### config.mk
export PLATFORM = sky130hd
export DESIGN_NAME = suvm_cordic_stage
export DESIGN_NICKNAME = d
export VERILOG_FILES = /design/src/hw/rtl/assert_macros.svh /design/src/hw/rtl/suvm_pkg.sv /design/src/hw/rtl/suvm_cordic_stage.sv
export SDC_FILE = /design/constraint.sdc
export NUM_CORES = 1
export LEC_CHECK = 0
export BUFFER_PORTS_ARGS = -buffer_cell sky130_fd_sc_hd__buf_2
export CAP_MARGIN = 20
export CORE_MARGIN = 2
export CORE_UTILIZATION = 56
export DETAILED_ROUTE_END_ITERATION = 6
export GPL_ROUTABILITY_DRIVEN = 0
export PLACE_DENSITY = 0.88
export SLEW_MARGIN = 10
export SYNTH_ARGS = -nofsm -noshare
export SYNTH_HDL_FRONTEND = slang
export SYNTH_SLANG_ARGS = --single-unit
### constraint.sdc
create_clock -name clk_i -period 0.93 [get_ports clk_i]
set_clock_uncertainty 0.05 [all_clocks]
set_input_delay 0.0465 -clock clk_i [delete_from_list [all_inputs] [get_ports clk_i]]
set_output_delay 0.0465 -clock clk_i [all_outputs]
set_load 0.03 [all_outputs]
### src/hw/rtl/assert_macros.svh
// Assertion helpers for the RTL.
`ifndef ASSERT_MACROS_SVH
`define ASSERT_MACROS_SVH

// Checks that a property holds at every rising clock edge outside reset.
`define ASSERT_ALWAYS(label, clk, rst_n, prop, msg) \
  label: assert property (@(posedge clk) disable iff (!rst_n) (prop)) else $error(msg);

// Checks that a condition implies a consequence in the same cycle.
`define ASSERT_IMPLIES(label, clk, rst_n, cond, cons, msg) \
  label: assert property (@(posedge clk) disable iff (!rst_n) (cond) |-> (cons)) \
    else $error(msg);

`endif

### src/hw/rtl/suvm_pkg.sv
`timescale 1ns / 1ps
`default_nettype none
package suvm_pkg;

  localparam int unsigned CordicSteps = 20;
  localparam int unsigned AngleWidth = 26;
  localparam int unsigned UnitQ16 = 65536;
  localparam int unsigned OutWidth = 17;

  localparam logic signed [AngleWidth-1:0] HalfTurn = 26'sd8388608;
  localparam logic signed [AngleWidth-1:0] QuarterTurn = 26'sd4194304;
  localparam logic [29:0] InvGainQ30 = 30'd652032874;

  typedef struct packed {
    logic degenerate;
    logic on_axis;
  } flags_t;

  function automatic logic signed [AngleWidth-1:0] atan_turn(input int unsigned step);
    logic signed [AngleWidth-1:0] val;
    begin
      case (step)
        0: val = 26'sd2097152;
        1: val = 26'sd1238021;
        2: val = 26'sd654136;
        3: val = 26'sd332050;
        4: val = 26'sd166669;
        5: val = 26'sd83416;
        6: val = 26'sd41718;
        7: val = 26'sd20860;
        8: val = 26'sd10430;
        9: val = 26'sd5215;
        10: val = 26'sd2608;
        11: val = 26'sd1304;
        12: val = 26'sd652;
        13: val = 26'sd326;
        14: val = 26'sd163;
        15: val = 26'sd81;
        16: val = 26'sd41;
        17: val = 26'sd20;
        18: val = 26'sd10;
        19: val = 26'sd5;
        default: val = '0;
      endcase
      return val;
    end
  endfunction

endpackage
`default_nettype wire

### src/hw/rtl/suvm_cordic_stage.sv
`timescale 1ns / 1ps
`default_nettype none
module suvm_cordic_stage #(
  parameter int unsigned DataWidth = 35,
  parameter int unsigned SideWidth = 2,
  parameter int unsigned Step = 0
) (
  input  wire logic                                   clk_i,
  input  wire logic                                   rst_ni,
  input  wire logic                                   en_i,
  input  wire logic                                   valid_i,
  input  wire logic signed [DataWidth-1:0]            a_i,
  input  wire logic signed [DataWidth-1:0]            b_i,
  input  wire logic signed [suvm_pkg::AngleWidth-1:0] acc_i,
  input  wire logic [SideWidth-1:0]                   side_i,
  output logic                                        valid_o,
  output logic signed [DataWidth-1:0]                 a_o,
  output logic signed [DataWidth-1:0]                 b_o,
  output logic signed [suvm_pkg::AngleWidth-1:0]      acc_o,
  output logic [SideWidth-1:0]                        side_o
);

  logic                                   valid_q;
  logic signed [DataWidth-1:0]            a_d, a_q, b_d, b_q, da, db;
  logic signed [suvm_pkg::AngleWidth-1:0] acc_d, acc_q;
  logic [SideWidth-1:0]                   side_q;

  always_comb begin
    da = b_i >>> Step;
    db = a_i >>> Step;
    if (!b_i[DataWidth-1]) begin
      a_d   = a_i + da;
      b_d   = b_i - db;
      acc_d = acc_i + suvm_pkg::atan_turn(Step);
    end else begin
      a_d   = a_i - da;
      b_d   = b_i + db;
      acc_d = acc_i - suvm_pkg::atan_turn(Step);
    end
  end

  always_ff @(posedge clk_i or negedge rst_ni) begin
    if (!rst_ni) begin
      valid_q <= 1'b0;
    end else if (en_i) begin
      valid_q <= valid_i;
    end
  end

  always_ff @(posedge clk_i) begin
    if (en_i) begin
      a_q    <= a_d;
      b_q    <= b_d;
      acc_q  <= acc_d;
      side_q <= side_i;
    end
  end

  assign valid_o = valid_q;
  assign a_o     = a_q;
  assign b_o     = b_q;
  assign acc_o   = acc_q;
  assign side_o  = side_q;

endmodule
`default_nettype wire

==> qor.csv, run 1 <==
metric,value,unit
status,aborted with a tool error,
haltStage,4_1_cts,
tool.error,"[ERROR DPL-0038] Utilization greater than 100%, impossible to legalize",
ys_ff_latch,98,
io_pins,201,
synth_area,0.00915,mm^2
ys.flop_type,edfxtp_1,
rows,46,
hold_buffers,28,
ys_warn_count,0,
die_x,132,um
post_cts_resized,454,
yosysUniqueCellTypes,74,
cts_buffers,9,
cts_sinks,98,
die_h,132,um
dp_hpwl,28.9,mm
postCtsSetupRepairBufs,46,
place_area,0.0135,mm^2
syn_avg_cell_area,8.80,um^2
clock_path_buffers,2,
synthArstFlopShare,0.0102,
syn_nets,1251,
post-place-cells,1777,
h-tree-depth,3,
ys_seq_area_frac,0.321,
synth_cells,1040,
initial_core_util,0.574,
pre_cts_ws,-2120,ps
io_buffers,200,
root_buffer,clkbuf_16,
synth_edf_count,97,
-- kinds of logic after synthesis --
logic type / synth area share
flops: 0.321
compound gates: 0.246
simple gates: 0.125
buf+inv: 0.0677
mux: 0.0232
fa+ha+maj: 0.152
xor+xnor: 0.0651
-- Yosys cell counts (14+ instances only) --
master,number,area share
o21a_1,15,0.012
edfxtp_1,97,0.32
o31ai_1,14,0.011
nor2b_1,14,0.0096
nand3_1,15,0.0082
a21oi_1,113,0.062
mux2i_1,19,0.021
ha_1,105,0.14
clkbuf_1,27,0.011
nand4_1,14,0.0096
inv_1,112,0.046
nor2_1,81,0.033
xnor2_1,57,0.055
nand2_1,45,0.018
nor3_1,14,0.0077
a21o_1,19,0.016
o21ai_0,82,0.045
o21bai_1,17,0.014
-- metrics by stage --
stage	utilization	hold WS, ps
floorplan	-	-299
global placement	0.846	-228
detailed placement	0.846	-226
==> run 2: changes to the inputs <==
CORE_UTILIZATION = 40   (was 56)
PLACE_DENSITY = not set   (was 0.88)
PLACE_DENSITY_LB_ADDON = 0.15   (was not set)
==> run 2 against run 1 <==
The flow now finishes, with violations (setup timing). Synthesized area is the same. Synthesized cell count unchanged.
==> qor.csv, run 2 <==
metric,value,unit,change
status,finished with violations,,was aborted with a tool error
violations,setup timing,,
period_minus_slack,2550,ps,
h-tree-depth,3,,unchanged
pre_cts_ws,-2110,ps,was -2120 ps
first_pass_iters,6,,
post-place-cells,1851,,was 1777
ys.flop_type,edfxtp_1,,unchanged
grt_pass1_vias,10300,,
crit_slowest_cell,or4_4,,
path_class,in -> reg,,
synth_edf_count,97,,unchanged
yosysUniqueCellTypes,74,,unchanged
crit_arrival,2610,ps,
grt_pass1_wl,53.2,mm,
vdd_ir_drop_max,0.000806,V,
clock_latency,360,ps,
design_area,0.0168,mm^2,
path_cells,"buf_12, inv_12, ha_4, or4_4, or3_4, nor4_4, o21ai_2, a21oi_4, buf_4, nand2_1, o31ai_2, a22oi_1, xnor2_1",,
synthArstFlopShare,0.0102,,unchanged
ys_ff_latch,98,,unchanged
crit_fanout,4,,
routedWlPerCell,18.5,um,
largest_reg_flops,35,,
end_kind,register,,
rows,55,,was 46
drcViolationCount,0,,
worst_pin_slew,549,ps,
cts_sinks,98,,unchanged
grt_overflow_total,0,,
slew_viol_final,0,,
dp_hpwl,26.2,mm,was 28.9 mm
grt_setup_unrepaired,true,,
diodes,0,,
place_area,0.0136,mm^2,was 0.0135 mm^2
p_total,21.7,mW,
detail-route-antenna-nets,0,,
nets,1868,,
layout.cells.non_filler,1947,,
antenna_found_initial,0,,
finalSetupViolCount,167,,
vias,10500,,
grtUsageTotal,0.279,,
drive_above_1_share,0.529,,
synth_area_leader_cell,edfxtp_1,,unchanged
slowest_delay,550,ps,
synth_cells,1040,,unchanged
finalCritPeriodShare,2.74,,
slew_headroom,0.630,,
io_buffers,200,,unchanged
die_area,0.0241,mm^2,
cts_buffers,9,,unchanged
synth_common_cells,"a21oi_1 (113), inv_1 (112), ha_1 (105)",,unchanged
synthTopCellsByArea,"edfxtp_1 (32%), ha_1 (14%), a21oi_1 (6.2%)",,unchanged
fin_setup_tns,-81570,ps,
area_growth,83.3,%,
io_pins,201,,unchanged
finalHoldViolations,0,,
syn_avg_cell_area,8.80,um^2,unchanged
power_density,1290,mW/mm^2,
grt_max_degree,35,,
vias_per_cell,5.42,,
core-area,0.0226,mm^2,
synth_area,0.00915,mm^2,unchanged
initial_core_util,0.405,,was 0.574
ys_seq_area_frac,0.321,,unchanged
fin_ws,-1620,ps,
critical_path_required,990,ps,
die_x,155,um,was 132 um
mostFrequentLayoutCells,"buf_4 (367), buf_6 (157), edfxtp_1 (97)",,
totalWireLength,36.1,mm,
syn_nets,1251,,unchanged
die_h,155,um,was 132 um
yosysMostFrequentCell,a21oi_1,,unchanged
crit_path_start_kind,input pin,,
leakagePower,7.59,nW,
clock.fmax,0.392,GHz,
clk_pin_slew_worst_paths,80,ps,
first_iter_violations,807,,
final_common_cell,buf_4,,
cts_tree,built,,
yosys.area.top_type_share,0.318,,unchanged
nFillCells,1556,,
hold_class,in -> reg,,
ys_warn_count,0,,unchanged
root_buffer,clkbuf_16,,unchanged
clock_path_buffers,2,,unchanged
max-cap-violations,0,,
[run 2: cell counts after synthesis]
No cell type changed its count.
[run 2: cells by family after synthesis]
logic type                 share of synthesized area
DFF                                            0.321
AOI/OAI and AO/OA                              0.246
and+or+nand+nor                                0.125
muxes                                         0.0232
buffers and inverters                         0.0677
xor gates and xnor gates                      0.0651
adders and majority gates                      0.152
[run 2: power by group]
group | internal (mW) | switching [mW] | leakage (nW) | total (mW)
clock network | 1.90 | 1.96 | 0.142 | 3.86
logic | 5.72 | 6.04 | 6.48 | 11.8
registers | 5.74 | 0.325 | 0.960 | 6.06
[run 2: metal layers]
metal	wire, um	vias to the layer above	share of wire	track usage
met2	17600	494	0.49	0.479
met3	2550	101	0.071	0.0448
met5	0	-	0	0
li1	-	4978	-	-
met1	14800	4974	0.41	0.363
met4	1210	0	0.033	0.0813
[run 2: stage by stage]
step                hold slack [ps]  utilization
floorplan                      -299            -
global placement               -228        0.603
detailed placement             -227        0.603
CTS                            24.2        0.704
global route                   22.0        0.743
finish                         22.4        0.743
[run 2: final timing paths]
kind	from	end	slack (ps)	depth (start not counted)
worst max-delay path	a_i[18]	b_o[26]	-1620	13
worst min-delay path	en_i	valid_o	20	2
worst max register to register	valid_o	valid_o	-30	2
worst min register to register	valid_o	valid_o	600	2
max in group asynchronous	rst_ni	valid_o	230	3
min in group asynchronous	rst_ni	valid_o	480	3
[run 2: final cells by class]
cell class / instances / area (um^2) / area share
clock buffer: 9 / 225 / 0.0134
clock inverter: 7 / 70.1 / 0.00418
inverter: 115 / 523 / 0.0312
multi-input combinational: 781 / 7050 / 0.421
sequential: 98 / 2940 / 0.175
tap: 285 / 357 / 0.0213
timing repair buffer: 652 / 5600 / 0.334
[run 2: what timing repair did]
action / in CTS / in global routing
endpoints found under the hold margin: 28 / 0
setup buffers: 34 / 35
pin swaps: 98 / 91
hold buffers: 28 / 0
resized for setup: 409 / 147
endpoints found under the setup margin: 170 / 169
[run 2: worst max-delay path, delay by kind of cell]
family | cells | cell delay, ps
and+or+nand+nor | 4 | 1160
AOI/OAI and AO/OA | 4 | 740
buffers and inverters | 3 | 330
adders and majority gates | 1 | 190
xor gates and xnor gates | 1 | 150
Note: power is estimated with default switching activity, not from simulation.
