`src/hw/rtl/assert_macros.svh`:
```
// Assertion helpers for the RTL.
`ifndef ASSERT_MACROS_SVH
`define ASSERT_MACROS_SVH

// Checks that a property holds at every rising clock edge outside reset.
`define ASSERT_ALWAYS(label, clk, rst_n, prop, msg) \
  label: assert property (@(posedge clk) disable iff (!rst_n) (prop)) else $error(msg);

// Checks that a condition implies a consequence in the same cycle.
`define ASSERT_IMPLIES(label, clk, rst_n, cond, cons, msg) \
  label: assert property (@(posedge clk) disable iff (!rst_n) (cond) |-> (cons)) \
    else $error(msg);

`endif

```
`src/hw/rtl/suvm_pkg.sv`:
```
`timescale 1ns / 1ps
`default_nettype none
package suvm_pkg;

  localparam int unsigned CordicSteps = 20;
  localparam int unsigned AngleWidth = 26;
  localparam int unsigned UnitQ16 = 65536;
  localparam int unsigned OutWidth = 17;

  localparam logic signed [AngleWidth-1:0] HalfTurn = 26'sd8388608;
  localparam logic signed [AngleWidth-1:0] QuarterTurn = 26'sd4194304;
  localparam logic [29:0] InvGainQ30 = 30'd652032874;

  typedef struct packed {
    logic degenerate;
    logic on_axis;
  } flags_t;

  function automatic logic signed [AngleWidth-1:0] atan_turn(input int unsigned step);
    logic signed [AngleWidth-1:0] val;
    begin
      case (step)
        0: val = 26'sd2097152;
        1: val = 26'sd1238021;
        2: val = 26'sd654136;
        3: val = 26'sd332050;
        4: val = 26'sd166669;
        5: val = 26'sd83416;
        6: val = 26'sd41718;
        7: val = 26'sd20860;
        8: val = 26'sd10430;
        9: val = 26'sd5215;
        10: val = 26'sd2608;
        11: val = 26'sd1304;
        12: val = 26'sd652;
        13: val = 26'sd326;
        14: val = 26'sd163;
        15: val = 26'sd81;
        16: val = 26'sd41;
        17: val = 26'sd20;
        18: val = 26'sd10;
        19: val = 26'sd5;
        default: val = '0;
      endcase
      return val;
    end
  endfunction

endpackage
`default_nettype wire

```
`src/hw/rtl/suvm_gain.sv`:
```
`timescale 1ns / 1ps
`default_nettype none
module suvm_gain #(
  parameter int unsigned CoordWidth = 32
) (
  input  wire logic                                   clk_i,
  input  wire logic                                   rst_ni,
  input  wire logic                                   en_i,
  input  wire logic                                   valid_i,
  input  wire logic signed [CoordWidth+2:0]           r_i,
  input  wire logic signed [suvm_pkg::AngleWidth-1:0] phi_i,
  input  wire logic signed [CoordWidth-1:0]           y_i,
  input  wire suvm_pkg::flags_t                       flags_i,
  output logic                                        valid_o,
  output logic signed [CoordWidth+2:0]                a_o,
  output logic signed [CoordWidth+2:0]                b_o,
  output logic signed [suvm_pkg::AngleWidth-1:0]      base_o,
  output logic signed [suvm_pkg::AngleWidth-1:0]      phi_o,
  output suvm_pkg::flags_t                            flags_o
);

  localparam int unsigned DataWidth = CoordWidth + 3;
  localparam int unsigned HiWidth = DataWidth - 16;
  localparam int unsigned SumWidth = HiWidth + 31;

  logic                                   valid1_q, valid2_q;
  logic [HiWidth+29:0]                    prod_hi_q;
  logic [45:0]                            prod_lo_q;
  logic signed [suvm_pkg::AngleWidth-1:0] phi1_q, phi2_q, base2_q;
  logic signed [CoordWidth-1:0]           y1_q;
  suvm_pkg::flags_t                       flags1_q, flags2_q;
  logic [SumWidth-1:0]                    sum;
  logic signed [DataWidth-1:0]            rr, ys, a2_d, b2_d, a2_q, b2_q;
  logic signed [suvm_pkg::AngleWidth-1:0] base2_d;

  always_comb begin
    sum = SumWidth'(prod_hi_q) + SumWidth'(prod_lo_q[45:16]);
    rr  = $signed(sum[DataWidth+13:14]);
    ys  = DataWidth'(y1_q);
    if (y1_q[CoordWidth-1]) begin
      a2_d    = rr;
      b2_d    = -ys;
      base2_d = suvm_pkg::QuarterTurn;
    end else begin
      a2_d    = ys;
      b2_d    = rr;
      base2_d = '0;
    end
  end

  always_ff @(posedge clk_i or negedge rst_ni) begin
    if (!rst_ni) begin
      valid1_q <= 1'b0;
      valid2_q <= 1'b0;
    end else if (en_i) begin
      valid1_q <= valid_i;
      valid2_q <= valid1_q;
    end
  end

  always_ff @(posedge clk_i) begin
    if (en_i) begin
      prod_hi_q <= r_i[DataWidth-1:16] * suvm_pkg::InvGainQ30;
      prod_lo_q <= r_i[15:0] * suvm_pkg::InvGainQ30;
      phi1_q    <= flags_i.on_axis ? '0 : phi_i;
      y1_q      <= y_i;
      flags1_q  <= flags_i;
      a2_q      <= a2_d;
      b2_q      <= b2_d;
      base2_q   <= base2_d;
      phi2_q    <= phi1_q;
      flags2_q  <= flags1_q;
    end
  end

  assign valid_o = valid2_q;
  assign a_o     = a2_q;
  assign b_o     = b2_q;
  assign base_o  = base2_q;
  assign phi_o   = phi2_q;
  assign flags_o = flags2_q;

endmodule
`default_nettype wire
```
`config.mk`:
```
export PLATFORM = sky130hd
export DESIGN_NAME = suvm_gain
export DESIGN_NICKNAME = d
export VERILOG_FILES = /design/src/hw/rtl/assert_macros.svh /design/src/hw/rtl/suvm_pkg.sv /design/src/hw/rtl/suvm_gain.sv
export SDC_FILE = /design/constraint.sdc
export NUM_CORES = 1
export LEC_CHECK = 0
export BUFFER_PORTS_ARGS = -buffer_cell sky130_fd_sc_hd__buf_2
export CAP_MARGIN = 20
export CORE_UTILIZATION = 30
export DETAILED_ROUTE_END_ITERATION = 16
export SLEW_MARGIN = 20
export SYNTH_ARGS = -nofsm -noshare
export SYNTH_HDL_FRONTEND = slang
export SYNTH_SLANG_ARGS = --single-unit
```
`constraint.sdc`:
```
create_clock -name clk_i -period 3.8 [get_ports clk_i]
set_clock_uncertainty 0.2 [all_clocks]
set_input_delay 0.95 -clock clk_i [delete_from_list [all_inputs] [get_ports clk_i]]
set_output_delay 0.95 -clock clk_i [all_outputs]
set_load 0.05 [all_outputs]
```
# After elaboration in Yosys (flattened, before gate mapping)

Cells that the tools add are included.

Bitwise logic cells: 0
Equal/unequal tests: 0
Reductions and logical operators: 0
Add/sub/neg operators: 2
$mul: 2
Divide/modulo/power cells: 0
Shifts and indexed selects: 0
Muxes and demuxes: 3
Order comparisons: 0

Operators with widths:

| operator                 | number |
|---|---|
| $add A49 B30 Y49         | 1 |
| $mul A19 B29 Y48 const B | 1 |
| $mul A16 B29 Y45 const B | 1 |
| $mux W35                 | 1 |
| $neg A32 Y35             | 1 |
| $mux W31                 | 1 |
| $mux W23                 | 1 |

Memories: 0
Memory bits (writable): 0
Bits in registers: 279
Bits in read-only memories: 0
Output and inout port bits: 125
Latch bits: 0

# Depth between registers and ports, before layout

Gate-level depths: netlist of the first run.

Word-level depth: 2
Gate-level depth with buffers: 23
Depth with buffers taken out: 22

# Worst setup path after synthesis of the first run

OpenSTA, ideal clock, no wires.

Path kind: input to register
From: input port r_i[20]
To: register prod_hi_q[48], data pin
Cell stages on the path: 22
Required time: 3342 ps
Arrival: 6068 ps
Setup time: 258 ps
Buffers on the path: 0
Setup slack: -2726 ps
Path through: ha_1 inv_1 fa_1 inv_1 fa_1 inv_1 fa_1 inv_1 fa_1 inv_1 fa_1 inv_1 ha_1 a21oi_1 nor2b_1 o21a_1 a311o_1 a31oi_2 o211ai_1 a21o_1 a31oi_1 xnor2_1

Longest elaborated chain between the ends: 1

RTL lines:

| what                 | RTL line        | text |
|---|---|---|
| start, declared      | suvm_gain.sv:10 | `input wire logic signed [CoordWidth+2:0] r_i,` |
| $mul A19 B29 Y48     | suvm_gain.sv:63 | `prod_hi_q <= r_i[DataWidth-1:16] * suvm_pkg::InvGainQ30;` |
| end signal, assigned | suvm_gain.sv:63 |  |
| end, declared        | suvm_gain.sv:27 | `logic [HiWidth+29:0] prod_hi_q;` |

Every way passes these cells.
A chain may end at the register's enable or synchronous reset.

# Worst setup path in the final report of the first run

From: input port r_i[4]
To: register prod_lo_q[39], data pin

Longest elaborated chain between the ends: 1

RTL lines:

| what                 | RTL line        | text |
|---|---|---|
| $mul A16 B29 Y45     | suvm_gain.sv:64 | `prod_lo_q <= r_i[15:0] * suvm_pkg::InvGainQ30;` |
| end signal, assigned | suvm_gain.sv:64 |  |
| end, declared        | suvm_gain.sv:28 | `logic [45:0] prod_lo_q;` |

Every way passes these cells.

==> impl_metrics.csv, run 1 <==
group,metric,value,unit
floorplan,die-area,94700,sq um
floorplan,row_count,111,
clock_network,clk_latency,580,ps
timing,rsz0062_at_grt,"yes",
yosys,synthTopCellsByCount,"inv_1 (678), fa_1 (407), ha_1 (360), edfxtp_1 (236), a21oi_1 (110)",
detailed_routing,antenna_left,0,
yosys,yosys.area.top_type_share,29.1,%
detailed_routing,wl,74500,um
floorplan,core-area,92100,sq um
yosys,synthCells,2583,
timing,post-route-period-util,160,%
timing,whs,216,ps
global_routing,grt_max_degree,92,
worst_setup_path,rr_worst_depth,11,
detailed_routing,viasPerCell,4.35,
global_routing,grt_usage,15.8,%
worst_setup_path,crit_path_end_kind,"register",
clock_network,numClockSinks,238,
place,hpwlAfterDp,64100,um
worst_setup_path,r2r-start,"prod_lo_q[40]",
timing,slew_headroom,34.4,%
worst_setup_path,cp_max_fo,6,
floorplan,num_io_pins,224,
run_status,violations,"negative setup slack",
detailed_routing,drt_first_pass_iters,5,
yosys,synthArstFlopShare,0.840,%
clock_network,cts_root_buffer,"clkbuf_16",
floorplan,die_y,308,um
yosys,netlist_area,28000,sq um
worst_setup_path,path_class,"in2reg",
yosys,synth_area_leaders,"fa_1 (29%), edfxtp_1 (25%), ha_1 (16%)",
timing,maxSlewViolCount,0,
worst_setup_path,cp.required,3920,ps
timing,finalHoldViolCount,0,
global_routing,grt_pass1_wl,116000,um
floorplan,initial_utilization,30.5,%
worst_hold_path,hold_end,"phi_o[8]",
timing,setup_viol,69,
worst_setup_path,cp.arrival,6190,ps
yosys,yosys.area.top_type,"fa_1",
yosys,syn_avg_cell_area,10.9,sq um
floorplan,die_w,308,um
final_layout,syn_to_final_growth,34.4,%
final_layout,drive_gt1_share,34.6,%
final_layout,utilization,40.9,%
final_layout,instances_no_fill,4573,
detailed_routing,drc,0,
yosys,yosysMostFrequentCell,"inv_1",
final_layout,num_antenna_cells,0,
timing,fin_ws,-2270,ps
worst_hold_path,min_from,"phi1_q[8]",
timing,fmax,165,MHz
clock_network,cts_tree,"done",
detailed_routing,wl_per_cell,16.3,um
yosys,yosys_register_bits,238,
yosys,ys_seq_area_share,25.4,%
timing,tightest_slew,985,ps
clock_network,clock_path_buffers,3,
timing,timing.setup.tns,-124730,ps
yosys,yosysUniqueCellTypes,72,
timing,period_needed,6070,ps
global_routing,grt_overflow_total,0,
clock_network,numCtsBuffers,28,
place,gp_congestion,0.992,
yosys,ys.warnings.count,0,
final_layout,fin_nets,4174,
worst_setup_path,start_kind,"input pin",
clock_network,htree_levels,1,
detailed_routing,vias,19900,
worst_hold_path,min_path_type,"reg2reg",
yosys,synth_edf_count,236,
run_status,status,"finished, violations left",
global_routing,grt_pass1_vias,21000,
worst_setup_path,timing.rr.end,"a_o[20]",
worst_setup_path,r2r_slack,280,ps
worst_hold_path,hold_depth,0,
global_routing,antenna_found_initial,2,
detailed_routing,initialDrtViolationCount,970,
yosys,synth_flop_cell,"edfxtp_1",
place,dp.cells,4460,
place,io_buffer_count,198,
clock_network,cts.reportedPaths.clkPinSlew,60,ps
job,maxCapViolations,0,
==> logic make-up (layout without fill, tap and decap cells) <==
group                      after synthesis  after routing  share of synthesized area (%)
AOI/OAI and AO/OA                      317            317                           7.03
xor gates and xnor gates               126            126                           3.94
adders and majority gates              767            767                           45.1
buffers and inverters                  733           1456                           10.2
DFF                                    238            238                           25.4
muxes                                   32             32                           1.27
other                                    1             25                         0.0134
and+or+nand+nor                        369            369                           7.03
==> repair_timing <==
item / in CTS / in global routing
endpoints found under the hold margin: 2 / 0
gates resized for setup: 279 / 141
hold buffers: 1 / 0
setup endpoints to repair: 70 / 100
setup buffers: 55 / 29
pin swaps: 157 / 111
==> per-layer routing <==
| layer | GRT usage [%] | wire, um | part of all wire, % | vias to the layer above |
|---|---|---|---|---|
| met4 | 2.58 | 1040 | 1.4 | 4 |
| met2 | 27.7 | 36900 | 49 | 361 |
| met5 | 0 | 32 | 0.043 | - |
| met3 | 2.52 | 3630 | 4.9 | 55 |
| met1 | 20.6 | 32900 | 44 | 9783 |
| li1 | - | - | - | 9710 |
==> worst max-delay path by stage <==
stage                     startpoint             to  slack [ps]  cells after the start
after detailed placement      r_i[5]  prod_lo_q[38]       -3040                     21
after CTS                    r_i[12]  prod_lo_q[45]       -2240                     21
after global routing          r_i[4]  prod_lo_q[40]       -2410                     22
after floorplan               r_i[4]  prod_lo_q[38]       -2470                     20
after global placement        r_i[4]  prod_lo_q[38]       -3000                     22
final                         r_i[4]  prod_lo_q[39]       -2270                     21
==> state kept, by name, summed over array words and instances, names as in the netlist <==
register   cells
a_o           35
b_o           35
base_o         1
flags1_q       2
flags_o        2
phi1_q        26
phi_o         26
prod_hi_q     48
prod_lo_q     29
valid1_q       1
valid_o        1
y1_q          32
==> cell type report <==
type	count	area (sq um)
Clock inverter	21	355
Clock buffer	31	712
Inverter	678	2570
Timing Repair Buffer	726	5480
Tap cell	1243	1560
Multi-Input combinational cell	1636	19900
Sequential cell	238	7140
Fill cell	8854	54400
==> layout by cell type (no fill, tap or decap), drive strengths merged, types with 5 or more instances in the layout <==
cell	synthesis	layout
a21o	58	58
a21oi	110	110
a31oi	12	12
and2	6	6
and3	14	14
and4	6	6
buf	30	724
bufinv	0	9
clkbuf	25	32
clkinv	0	9
conb	1	25
edfxtp	236	236
fa	407	407
ha	360	360
inv	678	680
mux2	28	28
nand2	86	86
nand2b	15	15
nand3	33	33
nand4	16	16
nand4b	7	7
nor2	76	76
nor2b	42	42
nor3	23	23
nor4	8	8
o211ai	5	5
o21a	8	8
o21ai	73	73
o21bai	7	7
or2	14	14
or3	13	13
xnor2	85	85
xor2	41	41
==> worst max-delay path, cell delays in order <==
cell and delay (ps):
buf_12 110, fa_2 560, inv_2 50, buf_6 110
fa_2 530, fa_2 450, fa_2 590, fa_1 460
fa_1 530, inv_2 50, ha_4 160, a21oi_4 150
o211ai_1 190, nor4_4 310, o21ai_2 140, nand3_2 120
o21ai_4 100, buf_4 160, a211oi_4 220, o21ai_1 100
xor2_1 150
==> stage by stage <==
step / setup WS (ps) / area, sq um
after floorplan: -2470 / 28700
after global placement: -3000 / 34500
after detailed placement: -3040 / 34500
after CTS: -2240 / 37000
after global routing: -2410 / 37700
final: -2270 / 37700
Power of run 1 is not shown: default switching activity piles up to over one toggle a cycle in this logic, so the estimate is an artifact.
==> run 2: changes to the inputs <==
REMOVE_ABC_BUFFERS = 1   (was default)
SKIP_LAST_GASP = 1   (was default)
==> impl_metrics.csv, run 2 (synthesized netlist as in run 1, its figures left out) <==
group,metric,value,unit
worst_hold_path,min_from,"phi1_q[6]",
worst_setup_path,cp.required,3920,ps
final_layout,nFillCells,8839,
clock_network,numCtsBuffers,27,
floorplan,die_y,308,um
detailed_routing,drt_first_pass_iters,4,
floorplan,core-area,92100,sq um
final_layout,instances_no_fill,4585,
timing,slew_headroom,47.7,%
detailed_routing,wl,75100,um
clock_network,cts.reportedPaths.clkPinSlew,60,ps
final_layout,top_register,"prod_hi_q",
worst_setup_path,cp_max_fo,5,
detailed_routing,antenna_left,0,
clock_network,clock_path_buffers,3,
final_layout,fin_nets,4188,
timing,finalHoldViolCount,0,
final_layout,syn_to_final_growth,33.6,%
place,gp_congestion,0.949,
floorplan,die-area,94700,sq um
global_routing,grt_pass1_wl,116000,um
place,hpwlAfterDp,64500,um
clock_network,htree_levels,1,
timing,setup_viol,69,
timing,period_needed,6110,ps
worst_setup_path,start_kind,"input pin",
final_layout,drive_gt1_share,34.6,%
final_layout,num_antenna_cells,0,
worst_setup_path,path_class,"in2reg",
final_layout,final_common_cell,"inv_1",
detailed_routing,initialDrtViolationCount,1040,
timing,whs,202,ps
worst_hold_path,hold_end,"phi_o[6]",
global_routing,antenna_found_initial,0,
timing,tightest_slew,785,ps
worst_setup_path,crit_chain,"clkbuf_4, fa_2, inv_2, fa_2, fa_1, inv_1, fa_2, fa_1, inv_1, fa_1, inv_1, ha_4, a21oi_4, o311ai_4, a21oi_2, o211ai_1, nand3_2, o21ai_4, buf_6, a221o_1, a31oi_1, xnor2_1",
global_routing,grt_max_degree,85,
worst_setup_path,r2r-start,"prod_hi_q[19]",
worst_setup_path,slowest_stage,"fa_2",
timing,fin_ws,-2310,ps
floorplan,initial_utilization,30.5,%
worst_hold_path,min_path_type,"reg2reg",
worst_setup_path,timing.rr.end,"a_o[28]",
worst_setup_path,critPathBufInv,6,
detailed_routing,viasPerCell,4.35,
detailed_routing,drc,0,
timing,fmax,164,MHz
clock_network,cts_root_buffer,"clkbuf_16",
job,maxCapViolations,0,
global_routing,grt_usage,15.8,%
worst_setup_path,max_stage_delay,570,ps
final_layout,largest_reg_flops,48,
timing,rsz0062_at_grt,"yes",
worst_setup_path,crit_path_end_kind,"register",
final_layout,final_cell_mix,"inv_1 (611), buf_4 (492), fa_1 (363)",
timing,maxSlewViolCount,0,
clock_network,clk_latency,570,ps
floorplan,row_count,111,
detailed_routing,vias,20000,
run_status,status,"finished, violations left",
worst_setup_path,cp.arrival,6230,ps
worst_setup_path,cp_top_family,"adder cells",
place,dp.cells,4478,
floorplan,num_io_pins,224,
clock_network,numClockSinks,238,
floorplan,die_w,308,um
detailed_routing,wl_per_cell,16.4,um
place,dp_slack,-3280,ps
global_routing,grt_pass1_vias,21200,
timing,post-route-period-util,161,%
place,io_buffer_count,198,
clock_network,cts_tree,"done",
worst_setup_path,rr_worst_depth,10,
worst_hold_path,hold_depth,0,
worst_setup_path,r2r_slack,230,ps
global_routing,grt_overflow_total,0,
run_status,violations,"negative setup slack",
## run 2: cell count changes in the layout (fill, tap and decap cells not counted), moves of 4 or more
cell / change
buf_4: +18
ha_4: -10
bufinv_16: -7
ha_2: +6
inv_1: +6
inv_6: +5
o21ai_1: +5
buf_12: -4
buf_6: -4
clkinvlp_4: +4
ha_1: +4
inv_2: -4
nor2_2: -4
o21ai_2: -4
## run 2: final cells by class
| type | count | area (sq um) | share of cell area [%] |
|---|---|---|---|
| clock inverter | 21 | 195 | 0.521 |
| multi-input combinational | 1636 | 19800 | 52.8 |
| timing repair buffer | 741 | 5550 | 14.8 |
| clock buffer | 28 | 679 | 1.81 |
| tap | 1243 | 1560 | 4.15 |
| inverter | 678 | 2560 | 6.84 |
| sequential | 238 | 7140 | 19.0 |
## run 2: worst max-delay path by stage
stage                     startpoint            end  slack [ps]  cells past startpoint
after floorplan              r_i[20]  prod_hi_q[48]       -2730                     22
after global placement        r_i[2]  prod_lo_q[45]       -3160                     19
after detailed placement      r_i[2]  prod_lo_q[45]       -3280                     19
after CTS                     r_i[6]  prod_lo_q[45]       -2280                     22
after global routing          r_i[5]  prod_lo_q[40]       -2420                     22
final                         r_i[7]  prod_lo_q[45]       -2310                     22
## run 2: metal layers
layer  routed length (um)  vias to the layer above  track usage [%]
li1                     -                     9753                -
met1                33500                     9748             20.9
met2                36800                      384             27.4
met3                 3340                       71             1.89
met4                 1470                        0             3.32
met5                    0                        -                0
## run 2: stage by stage
step	util [%]	setup TNS, ps	cell area [sq um]
after floorplan	-	-152310	27800
after global placement	37.0	-187520	34100
after detailed placement	37.0	-190550	34100
after CTS	39.6	-127420	36500
after global routing	40.7	-135950	37500
final	40.7	-127010	37500
## run 2: repair_timing
| action | 4_1_cts | 5_1_grt |
|---|---|---|
| pin swaps | 189 | 169 |
| hold buffers | 1 | 0 |
| endpoints found under the setup margin | 75 | 92 |
| endpoints found under the hold margin | 2 | 0 |
| gates resized for setup | 295 | 207 |
| setup buffers | 41 | 38 |
Power of run 2 is left out for the same reason.
==> run 3: changes to the inputs <==
--- a/config.mk
+++ b/config.mk
@@ -7,3 +7,3 @@
 export LEC_CHECK = 0
-export BUFFER_PORTS_ARGS = -buffer_cell sky130_fd_sc_hd__buf_2
+export BUFFER_PORTS_ARGS = -buffer_cell sky130_fd_sc_hd__buf_4
 export CAP_MARGIN = 20
@@ -11,2 +11,3 @@
 export DETAILED_ROUTE_END_ITERATION = 16
+export RECOVER_POWER = 25
 export REMOVE_ABC_BUFFERS = 1
--- a/constraint.sdc
+++ b/constraint.sdc
@@ -4,2 +4,2 @@
 set_output_delay 0.95 -clock clk_i [all_outputs]
-set_load 0.05 [all_outputs]
+set_load 0.005 [all_outputs]
==> impl_metrics.csv, run 3 (synthesized netlist as in run 1, its figures left out) <==
group,metric,value,unit
run_status,status,"finished, violations left",
run_status,violations,"max-capacitance violations, max-slew violations, negative setup slack",
detailed_routing,initialDrtViolationCount,1010,
clock_network,numClockSinks,238,
place,hpwlAfterDp,65000,um
final_layout,fin_nets,4168,
global_routing,grt_usage,15.9,%
floorplan,die-area,94700,sq um
timing,timing.setup.tns,-130430,ps
final_layout,num_antenna_cells,0,
worst_setup_path,start_kind,"input pin",
timing,fmax,161,MHz
place,io_buffer_count,198,
place,gp_congestion,0.941,
floorplan,core-area,92100,sq um
timing,slew_headroom,-47.2,%
job,maxCapViolations,2,
detailed_routing,route.met2.wl,37800,um
global_routing,antenna_found_initial,1,
floorplan,row_count,111,
worst_setup_path,slowest_stage,"fa_1",
worst_setup_path,path_class,"in2reg",
final_layout,final_cell_mix,"inv_1 (622), buf_4 (608), fa_1 (375)",
worst_setup_path,cp.required,3910,ps
timing,setup_viol,70,
detailed_routing,vias,20000,
worst_setup_path,max_stage_delay,580,ps
floorplan,initial_utilization,30.5,%
timing,tightest_slew,2210,ps
detailed_routing,wl_per_cell,16.7,um
global_routing,grt_overflow_total,0,
clock_network,cts.reportedPaths.clkPinSlew,60,ps
detailed_routing,wl_met1,34100,um
final_layout,final_common_cell,"inv_1",
floorplan,num_io_pins,224,
final_layout,largest_reg_flops,48,
detailed_routing,viasPerCell,4.38,
clock_network,cts_root_buffer,"clkbuf_16",
timing,maxSlewViolCount,168,
worst_setup_path,cp.arrival,6300,ps
clock_network,clock_path_buffers,3,
clock_network,numCtsBuffers,27,
worst_setup_path,crit_path_end_kind,"register",
timing,rsz0062_at_grt,"yes",
timing,finalHoldViolCount,0,
timing,period_needed,6190,ps
worst_setup_path,critical_path.most_common_cell,"fa_1",
detailed_routing,drc,0,
worst_setup_path,cp_max_fo,5,
timing,fin_ws,-2390,ps
timing,post-route-period-util,163,%
worst_setup_path,crit_chain,"buf_8, fa_1, inv_1, fa_1, fa_1, inv_2, fa_1, fa_1, inv_2, fa_1, inv_2, ha_4, a21oi_4, o311ai_4, a21oi_2, o211ai_1, nand3_2, o21ai_4, buf_12, a221o_1, a31oi_1, xnor2_1",
floorplan,die_w,308,um
detailed_routing,antenna_left,0,
clock_network,cts_tree,"done",
final_layout,syn_to_final_growth,34.0,%
clock_network,clk_latency,560,ps
clock_network,htree_levels,1,
timing,whs,218,ps
global_routing,grt_pass1_vias,21000,
global_routing,grt_max_degree,92,
detailed_routing,wl_met3,3020,um
final_layout,top_register,"prod_hi_q",
global_routing,grt_pass1_wl,117000,um
detailed_routing,top_layer_used,"met5",
detailed_routing,wl,76000,um
final_layout,utilization,40.8,%
floorplan,die_y,308,um
worst_hold_path,min_path_type,"reg2reg",
final_layout,nFillCells,8878,
detailed_routing,drt_first_pass_iters,6,
final_layout,drive_gt1_share,33.1,%
-- run 3: worst paths after layout --
kind | cells after the start | slack, ps | endpoint | start
max | 22 | -2390 | prod_lo_q[45] | r_i[8]
min | 0 | 220 | phi_o[20] | phi1_q[20]
max reg2reg | 11 | 90 | a_o[23] | prod_lo_q[40]
min reg2reg | 0 | 220 | phi_o[20] | phi1_q[20]
max in group asynchronous | 2 | 2740 | valid1_q | rst_ni
min in group asynchronous | 2 | 530 | valid_o | rst_ni
-- run 3: per-stage QoR --
stage | instances | setup WS [ps] | cell area [sq um]
CTS | 4536 | -2340 | 36600
detailed placement | 4455 | -3340 | 34400
finish | 4566 | -2390 | 37600
global placement | 4455 | -3210 | 34400
global route | 4566 | -2500 | 37600
floorplan | 2552 | -2730 | 27800
-- run 3: repair_timing --
action / CTS / global route
gates resized for setup: 252 / 197
hold endpoints to repair: 2 / 0
pin swaps: 165 / 144
gates cloned: 0 / 0
hold buffers: 1 / 0
buffers inserted: 42 / 46
setup endpoints to repair: 73 / 105
-- run 3: critical path, delay by kind of cell --
family	cells	cell delay, ps
AO/OA/AOI/OAI	7	1380
XOR/XNOR	1	90
adder cells (fa/ha/maj)	7	3290
AND/OR/NAND/NOR	1	140
buffers and inverters	6	470
-- run 3: final cells by class --
cell class | count | area, sq um | share of cell area [%]
Clock buffer | 31 | 691 | 1.84
Clock inverter | 19 | 128 | 0.340
Inverter | 678 | 2560 | 6.82
Multi-Input combinational cell | 1636 | 19700 | 52.4
Sequential cell | 238 | 7140 | 19.0
Tap cell | 1243 | 1560 | 4.14
Timing Repair Buffer | 721 | 5800 | 15.4
-- run 3: metal layers --
layer  GRT usage [%]  vias up
met5               0        -
met4            2.66        2
met3            1.90       61
met2            28.1      357
met1            21.1     9883
li1                -     9706
Power of run 3 is left out for the same reason.
